**src/hdl/sil_pkg.sv**
```systemverilog
package sil_pkg;

  localparam int unsigned DEF_MAX_ENTRIES = 256;
  localparam int unsigned ENTRY_W         = 56;
  localparam logic [7:0]  KEY_START       = 8'hAC;
  localparam logic [7:0]  KEY_STEP        = 8'h67;
  localparam logic [2:0]  LAST_BYTE_POS   = 3'd7;

  typedef enum logic [1:0] {
    ACT_START  = 2'd0,
    ACT_LOAD   = 2'd1,
    ACT_LOOKUP = 2'd2,
    ACT_NONE   = 2'd3
  } action_t;

  typedef enum logic [1:0] {
    ST_OK        = 2'd0,
    ST_NOT_FOUND = 2'd1,
    ST_FULL      = 2'd2,
    ST_RESERVED  = 2'd3
  } status_t;

  typedef enum logic {
    S_IDLE = 1'b0,
    S_SCAN = 1'b1
  } fsm_t;

  typedef struct packed {
    logic [1:0]  action;
    logic [7:0]  index_byte;
    logic [15:0] lookup_id;
  } in_item_t;

  typedef struct packed {
    logic [1:0]  status;
    logic [7:0]  plain_byte;
    logic [23:0] entry_offset;
    logic [15:0] entry_size;
  } out_item_t;

  typedef struct packed {
    logic       clear;
    logic       load;
    logic [7:0] index_byte;
  } ldr_cmd_t;

  typedef struct packed {
    logic               complete;
    logic [7:0]         plain;
    logic [ENTRY_W-1:0] entry;
  } ldr_res_t;

endpackage

```
**src/hdl/sil_loader.sv**
```systemverilog
module sil_loader
  import sil_pkg::*;
(
  input  logic     clk,
  input  logic     rst_n,
  input  ldr_cmd_t cmd,
  output ldr_res_t res
);

  logic [7:0]         key_r, key_nxt;
  logic [2:0]         pos_r, pos_nxt;
  logic [ENTRY_W-1:0] buf_r, buf_nxt;
  logic [7:0]         rot;
  logic [7:0]         plain;

  // rotate left two, then add the running key
  assign rot   = {cmd.index_byte[5:0], cmd.index_byte[7:6]};
  assign plain = rot + key_r;

  always_comb begin
    key_nxt = key_r;
    pos_nxt = pos_r;
    buf_nxt = buf_r;
    if (cmd.clear) begin
      key_nxt = KEY_START;
      pos_nxt = '0;
      buf_nxt = '0;
    end else if (cmd.load) begin
      key_nxt = key_r + KEY_STEP;
      if (pos_r == LAST_BYTE_POS) begin
        pos_nxt = '0;
        buf_nxt = '0;
      end else begin
        pos_nxt = pos_r + 3'd1;
        buf_nxt[{pos_r, 3'b000} +: 8] = plain;
      end
    end
  end

  always_ff @(posedge clk) begin
    if (!rst_n) begin
      key_r <= KEY_START;
      pos_r <= '0;
      buf_r <= '0;
    end else begin
      key_r <= key_nxt;
      pos_r <= pos_nxt;
      buf_r <= buf_nxt;
    end
  end

  assign res.complete = cmd.load && (pos_r == LAST_BYTE_POS);
  assign res.plain    = plain;
  assign res.entry    = buf_r;

endmodule
```
**config.mk**
```make
export PLATFORM = sky130hd
export DESIGN_NAME = sil_loader
export DESIGN_NICKNAME = d
export VERILOG_FILES = /design/src/hdl/sil_pkg.sv /design/src/hdl/sil_loader.sv
export SDC_FILE = /design/constraint.sdc
export NUM_CORES = 1
export LEC_CHECK = 0
export BUFFER_PORTS_ARGS = -buffer_cell sky130_fd_sc_hd__buf_4
export CORE_ASPECT_RATIO = 0.6
export CORE_MARGIN = 3
export CORE_UTILIZATION = 40
export CTS_CLUSTER_SIZE = 8
export DETAILED_ROUTE_END_ITERATION = 8
export HOLD_SLACK_MARGIN = 0.02
export PLACE_DENSITY_LB_ADDON = 0.2
export SLEW_MARGIN = 20
export SYNTH_ARGS = -nofsm -noshare
export SYNTH_HDL_FRONTEND = slang
export SYNTH_SLANG_ARGS = --single-unit
```
**constraint.sdc**
```tcl
create_clock -name clk -period 5.3 [get_ports clk]
set_input_delay 0.265 -clock clk [delete_from_list [all_inputs] [get_ports clk]]
set_output_delay 0.265 -clock clk [all_outputs]
set_load 0.1 [all_outputs]
```
==> impl_metrics.toml, run 1 <==
[cts]
path_clk_slew_ns = 0.05
post_cts_resized = 0
clk_path_buf_depth = 2
cts_max_level = 3
cts_tree = "done"
postCtsSetupBuffers = 0
cts_buffers = 9
clock-sinks = 67
cts_root_buf = "clkbuf_16"
hold_buffers = 0
clock_latency_ns = 0.33

[die]
dieArea_um2 = 8200
core-area_um2 = 6790
dieWidth_um = 115
ioPinCount = 77
chipHeight_um = 71.4
start_util = 0.419
rows = 23

[cells_and_area]
fin_cells = 455
insertedDiodeCount = 0
fillCellCount = 615
area_growth_pct = 34.3
regArea_um2 = 1340
fin_nets = 389
multi_input_area_um2 = 1430
drive_above_1_share = 0.288

[logic_synthesis]
synth_xor_area_frac = 0.0360
netlist_top_cells_count = "dfxtp_1, nor2_1, a22o_1, a22oi_1, ha_1"
syn_inst = 284
synth-seq-cells = 67
async_flop_share = 0
synth_top_area_share = 0.471
ys_seq_area_frac = 0.471
synthAdderAreaFrac = 0.0597
synth_compound_area_frac = 0.238
ys.flop_type = "dfxtp_1"
synth_warnings = 0
syn_nets = 309
yosysMostFrequentCell = "dfxtp_1"
netlist_top_cells_area = "dfxtp_1, a22o_1, ha_1"
synth_top_family_by_area = "compound AO/OA/AOI/OAI gates"
yosys.area_share.simple = 0.161
syn_avg_cell_area_um2 = 10.0
synth_edf_count = 0
synth_area_um2 = 2850
synth_area_leader_cell = "dfxtp_1"
synth.mux.area_fraction = 0.00703
yosysUniqueCellTypes = 50

[grt]
met1_usage = 0.293
grt_usage = 0.205
grt.met3_usage = 0.0827
grtUsageMet2 = 0.288
top_usage_layer = "met1"
grt_max_degree = 37
grt_pass1_wl_um = 12900
antenna_found_initial = 0
grt_pass1_vias = 2396
grt_overflow_total = 0

[timing]
slew_viol_final = 0
final_min_period_over_clock_period = 0.548
hold_viol_final = 0
max_slew_margin = 0.387
worst_pin_slew_ns = 0.916
fin_worst_skew_ns = 0.00348
rsz0062_at_grt = "false"
fmax_mhz = 345
fin_setup_tns_ns = 0
setup_viol = 0
fin_crit_ns = 2.90

[placement]
hpwl_um = 5660
portBuffers = 76
place_inst = 440
gp_congestion = 0.815

[min_path]
worstHoldPathType = "in2reg"
worstHoldPathCells = 2

[power]
p_leak_nw = 1.66
finalPower_mw = 1.39
p_int_mw = 0.983
irDropWorstVdd_v = 0.000199
power_frac_comb = 0.180
sw_frac_of_total = 0.292
p_seq_frac = 0.372
pwr-share-clk = 0.448
power_switching_mw = 0.405
power.density_nw_per_um2 = 363

[worst_setup_path]
cp-end-kind = "output port"
cp.depth = 7
crit_family = "adder cells"
crit_path_start_kind = "flip-flop"
cp.buffers_inverters = 1
crit_chain = "ha_1 > fa_1 > a211oi_1 > o21bai_1 > a21oi_1 > xnor2_2 > buf_4"
reg2regPathDepth = 8
cp.arrival_ns = 2.64
worst-path-max-fanout = 8
criticalPathCategory = "reg2out"
slowest_delay_ns = 0.43
crit_required_ns = 5.04
cp_slowest_cell = "fa_1"
regToRegSetupSlack_ns = 2.81

[drt]
routed-via-count = 2499
wl_per_cell_um = 17.7
ant_nets = 0
drcViolationCount = 0
wirelength_um = 8040
drt_iter0_markers = 290
first_pass_iters = 4
vias_per_cell = 5.49

[run]
drv_cap = 0

[run_status]
status = "completed"
==> worst paths after layout <==
check                                            start                      to
worst max register to register   pos_r[0]$_SDFFE_PP0P_  buf_r[15]$_SDFFE_PP0P_
worst max-delay path             key_r[0]$_SDFFE_PP0P_                 res[62]
worst min-delay path                            cmd[8]   key_r[1]$_SDFFE_PP0P_
worst min register to register  buf_r[23]$_SDFFE_PP0P_  buf_r[23]$_SDFFE_PP0P_
==> power groups by stage <==
| stage | clock network, mW | registers, mW | logic, mW |
|---|---|---|---|
| floorplan | 0 | 0.544 | 0.163 |
| global placement | 0 | 0.526 | 0.246 |
| detailed placement | 0 | 0.527 | 0.248 |
| CTS | 0.630 | 0.516 | 0.249 |
| global route | 0.650 | 0.517 | 0.263 |
| finish | 0.622 | 0.516 | 0.249 |
==> registers in the layout, indices dropped and copies added, names as in the netlist <==
name / cells
key_r: 8
pos_r: 3
buf_r: 56
==> cell usage in the layout (no fill, tap or decap), types with 3 or more instances in the layout <==
cell type	n
buf_4	80
dfxtp_1	67
nor2_1	37
a22oi_1	18
a22o_1	18
ha_1	12
a32o_1	11
nand2_1	10
a21oi_1	9
clkbuf_16	9
inv_1	8
and2_1	8
and3_1	7
o21ai_0	5
xor2_1	5
nand2b_1	4
a32oi_1	4
nand3_1	4
clkbuf_8	4
xnor2_1	3
==> through the flow <==
| step | instance area, um^2 | util | hold slack (ns) | setup slack (ns) |
|---|---|---|---|---|
| 3_3_place_gp | 3510 | 0.517 | 0.460 | 2.78 |
| 3_5_place_dp | 3510 | 0.517 | 0.462 | 2.73 |
| 4_1_cts | 3830 | 0.564 | 0.348 | 2.40 |
| 5_1_grt | 3830 | 0.564 | 0.372 | 2.27 |
| 6_report | 3830 | 0.564 | 0.353 | 2.40 |
| 2_1_floorplan | 2850 | - | 0.479 | 2.11 |
==> metal layers <==
| metal | share of wire | wire length (um) |
|---|---|---|
| met5 | 0 | 0 |
| met4 | 0.0087 | 70 |
| met3 | 0.080 | 639 |
| met2 | 0.42 | 3390 |
| met1 | 0.49 | 3930 |
==> area by class of cell <==
type                    instances  area share
multi-input cells             197       0.373
clock buffers                  14      0.0742
clock inverters                 1     0.00785
inverters                       9     0.00883
flip-flops and latches         67       0.350
well taps                      87      0.0284
repair buffers                 80       0.157
==> cells by family (layout without fill, tap and decap cells) <==
kind of cell             after synthesis  count (layout)
AND/OR/NAND/NOR                       88              88
AO/OA/AOI/OAI                         84              84
flip-flops                            67              67
buffers and inverters                 20             104
adder cells (fa/ha/maj)               13              13
XOR/XNOR                              10              10
multiplexers                           2               2
(Power assumes the default switching activity.)
==> run 2: changes to the inputs <==
--- a/config.mk
+++ b/config.mk
@@ -5,6 +5,7 @@
 export SDC_FILE = /design/constraint.sdc
 export NUM_CORES = 1
 export LEC_CHECK = 0
+export ABC_AREA = 1
 export BUFFER_PORTS_ARGS = -buffer_cell sky130_fd_sc_hd__buf_4
 export CORE_ASPECT_RATIO = 0.6
 export CORE_MARGIN = 3
==> constraint.sdc (replaced) <==
create_clock -name clk -period 2.75 [get_ports clk]
set_input_delay 0.1375 -clock clk [delete_from_list [all_inputs] [get_ports clk]]
set_output_delay 0.1375 -clock clk [all_outputs]
set_load 0.1 [all_outputs]
==> run 2 against run 1 <==
Effect of this change:
- cell area rose by 7.1%
- largest power group unchanged
- via count rose by 19%
- first-iteration DRC count fell by 11%
- critical path depth rose by 1
- total power rose by 90%
- sequential power rose by 92%
- highest routed layer unchanged
- clock skew barely moved
- combinational power rose by 100%
- non-clock buffer count rose by 3
==> impl_metrics.toml, run 2 <==
[run_status]
status = "completed"

[worst_setup_path]
crit_path_start_kind = "flip-flop"
criticalPathCategory = "reg2out"
worst-path-max-fanout = 8
crit_required_ns = 2.61
cp.arrival_ns = 2.42
cp-end-kind = "output port"

[cells_and_area]
most-common-layout-cells = "nand2_1, buf_4, dfxtp_1"
fillCellCount = 738
largest_register_ffs = 56
area_growth_pct = 32.3
insertedDiodeCount = 0
final_util = 0.555
regMostFlops = "buf_r"
fin_nets = 522
drive_above_1_share = 0.246
reg.largest.list = "buf_r (56), key_r (8), pos_r (3)"
final_common_cell = "nand2_1"
multi_input_area_um2 = 1570
regArea_um2 = 1340

[power]
p_seq_frac = 0.377
power.density_nw_per_um2 = 643
sw_frac_of_total = 0.298
p_leak_nw = 1.72
pwr-share-clk = 0.432
p_int_mw = 1.85
finalPower_mw = 2.64
power_switching_mw = 0.787
power_frac_comb = 0.191
irDropWorstVdd_v = 0.000376

[drt]
drcViolationCount = 0
wirelength_um = 8930
drt_iter0_markers = 259
wl_per_cell_um = 14.8
ant_nets = 0
vias_per_cell = 4.92
first_pass_iters = 5
routed-via-count = 2977

[logic_synthesis]
netlist_top_cells_area = "dfxtp_1, nand2_1, a21oi_1"
netlist_top_cells_count = "nand2_1, dfxtp_1, a21oi_1, nand3_1, inv_1"
synth_top_area_share = 0.433
syn_inst = 412
synth-seq-cells = 67
yosysUniqueCellTypes = 32
ys_seq_area_frac = 0.433
synth_warnings = 0
yosysMostFrequentCell = "nand2_1"
ys.flop_type = "dfxtp_1"
syn_nets = 437
async_flop_share = 0
syn_avg_cell_area_um2 = 7.52
synth_area_leader_cell = "dfxtp_1"
synth_edf_count = 0
synth_area_um2 = 3100

[timing]
fin_setup_tns_ns = 0
max_slew_margin = 0.563
whs_ns = 0.0914
rsz0062_at_grt = "false"
fmax_mhz = 392
hold_viol_final = 0
slew_viol_final = 0
fin_crit_ns = 2.55
worst_pin_slew_ns = 0.656
fin_worst_skew_ns = 0.00339
setup_viol = 0
final_min_period_over_clock_period = 0.928

[die]
rows = 24
start_util = 0.420
dieArea_um2 = 8870
ioPinCount = 77
dieWidth_um = 120
core-area_um2 = 7390
chipHeight_um = 74.2

[placement]
hpwl_um = 6410
gp_congestion = 0.960
portBuffers = 76

[cts]
cts_max_level = 3
clock_latency_ns = 0.33
cts_root_buf = "clkbuf_16"
hold_buffers = 0
clock-sinks = 67
post_cts_resized = 0
cts_tree = "done"
postCtsSetupBuffers = 0
cts_buffers = 9
path_clk_slew_ns = 0.05
clk_path_buf_depth = 2

[grt]
grt_pass1_vias = 2699
grt_overflow_total = 0
grt_usage = 0.208
antenna_found_initial = 0
grt_pass1_wl_um = 14200
grt_max_degree = 43

[min_path]
worstHoldPathType = "in2reg"

[run]
drv_cap = 0
[run 2: changes by cell type after synthesis, sizes merged, moves of 18 or more]
cell	before	now
inv	9	35
nand2	10	130
a22oi	18	0
nand3	4	42
a22o	18	0
a21oi	9	67
[run 2: area by class of cell]
type,instances,area share
clock inverters,2,0.00855
repair buffers,83,0.152
multi-input cells,300,0.384
clock buffers,13,0.0635
flip-flops and latches,67,0.327
well taps,104,0.0317
inverters,36,0.0330
[run 2: path summary, 6_finish.rpt]
check                               from                      to  slack [ns]  cells past startpoint
setup / recovery   key_r[0]$_SDFFE_PP0P_                 res[62]        0.20                      8
setup reg to reg   pos_r[0]$_SDFFE_PP0P_  buf_r[39]$_SDFFE_PP0P_        0.70                      7
hold / removal                    cmd[9]   key_r[2]$_SDFFE_PP1P_        0.09                      3
hold reg to reg   buf_r[16]$_SDFFE_PP0P_  buf_r[16]$_SDFFE_PP0P_        0.46                      2
[run 2: cell families after synthesis]
family / after synthesis / synth area share
flops: 67 / 0.433
compound gates: 78 / 0.133
xor+xnor: 4 / 0.0162
simple gates: 205 / 0.304
buf+inv: 45 / 0.0593
fa+ha+maj: 13 / 0.0549
[run 2: power by group through the flow]
| stage | Combinational [mW] | Clock, mW | Sequential (mW) |
|---|---|---|---|
| finish | 0.504 | 1.14 | 0.993 |
| floorplan | 0.329 | 0 | 1.04 |
| CTS | 0.502 | 1.16 | 0.993 |
| global route | 0.537 | 1.20 | 0.994 |
| global placement | 0.500 | 0 | 1.01 |
| detailed placement | 0.501 | 0 | 1.01 |
[run 2: per-stage QoR]
stage,std cells,cell area (um^2),worst slack (ns)
CTS,605,4100,0.214
global placement,590,3800,0.557
finish,605,4100,0.197
global route,605,4100,0.0751
detailed placement,590,3800,0.577
floorplan,412,3100,0.454
[run 2: critical path, cell delays in order (launching register included)]
cell      delay [ns]
dfxtp_1         0.31
ha_1            0.20
fa_1            0.41
nand2_1         0.08
nand2_1         0.07
nand3b_1        0.11
nand3_1         0.35
and2_1          0.33
buf_4           0.23
[run 2: routing by layer]
layer | share of wire | up-vias | global-route usage
met5 | 0 | - | 0
met4 | 0.0053 | 0 | 0.0533
met3 | 0.10 | 8 | 0.0676
met2 | 0.41 | 105 | 0.302
met1 | 0.48 | 1338 | 0.301
li1 | - | 1526 | -
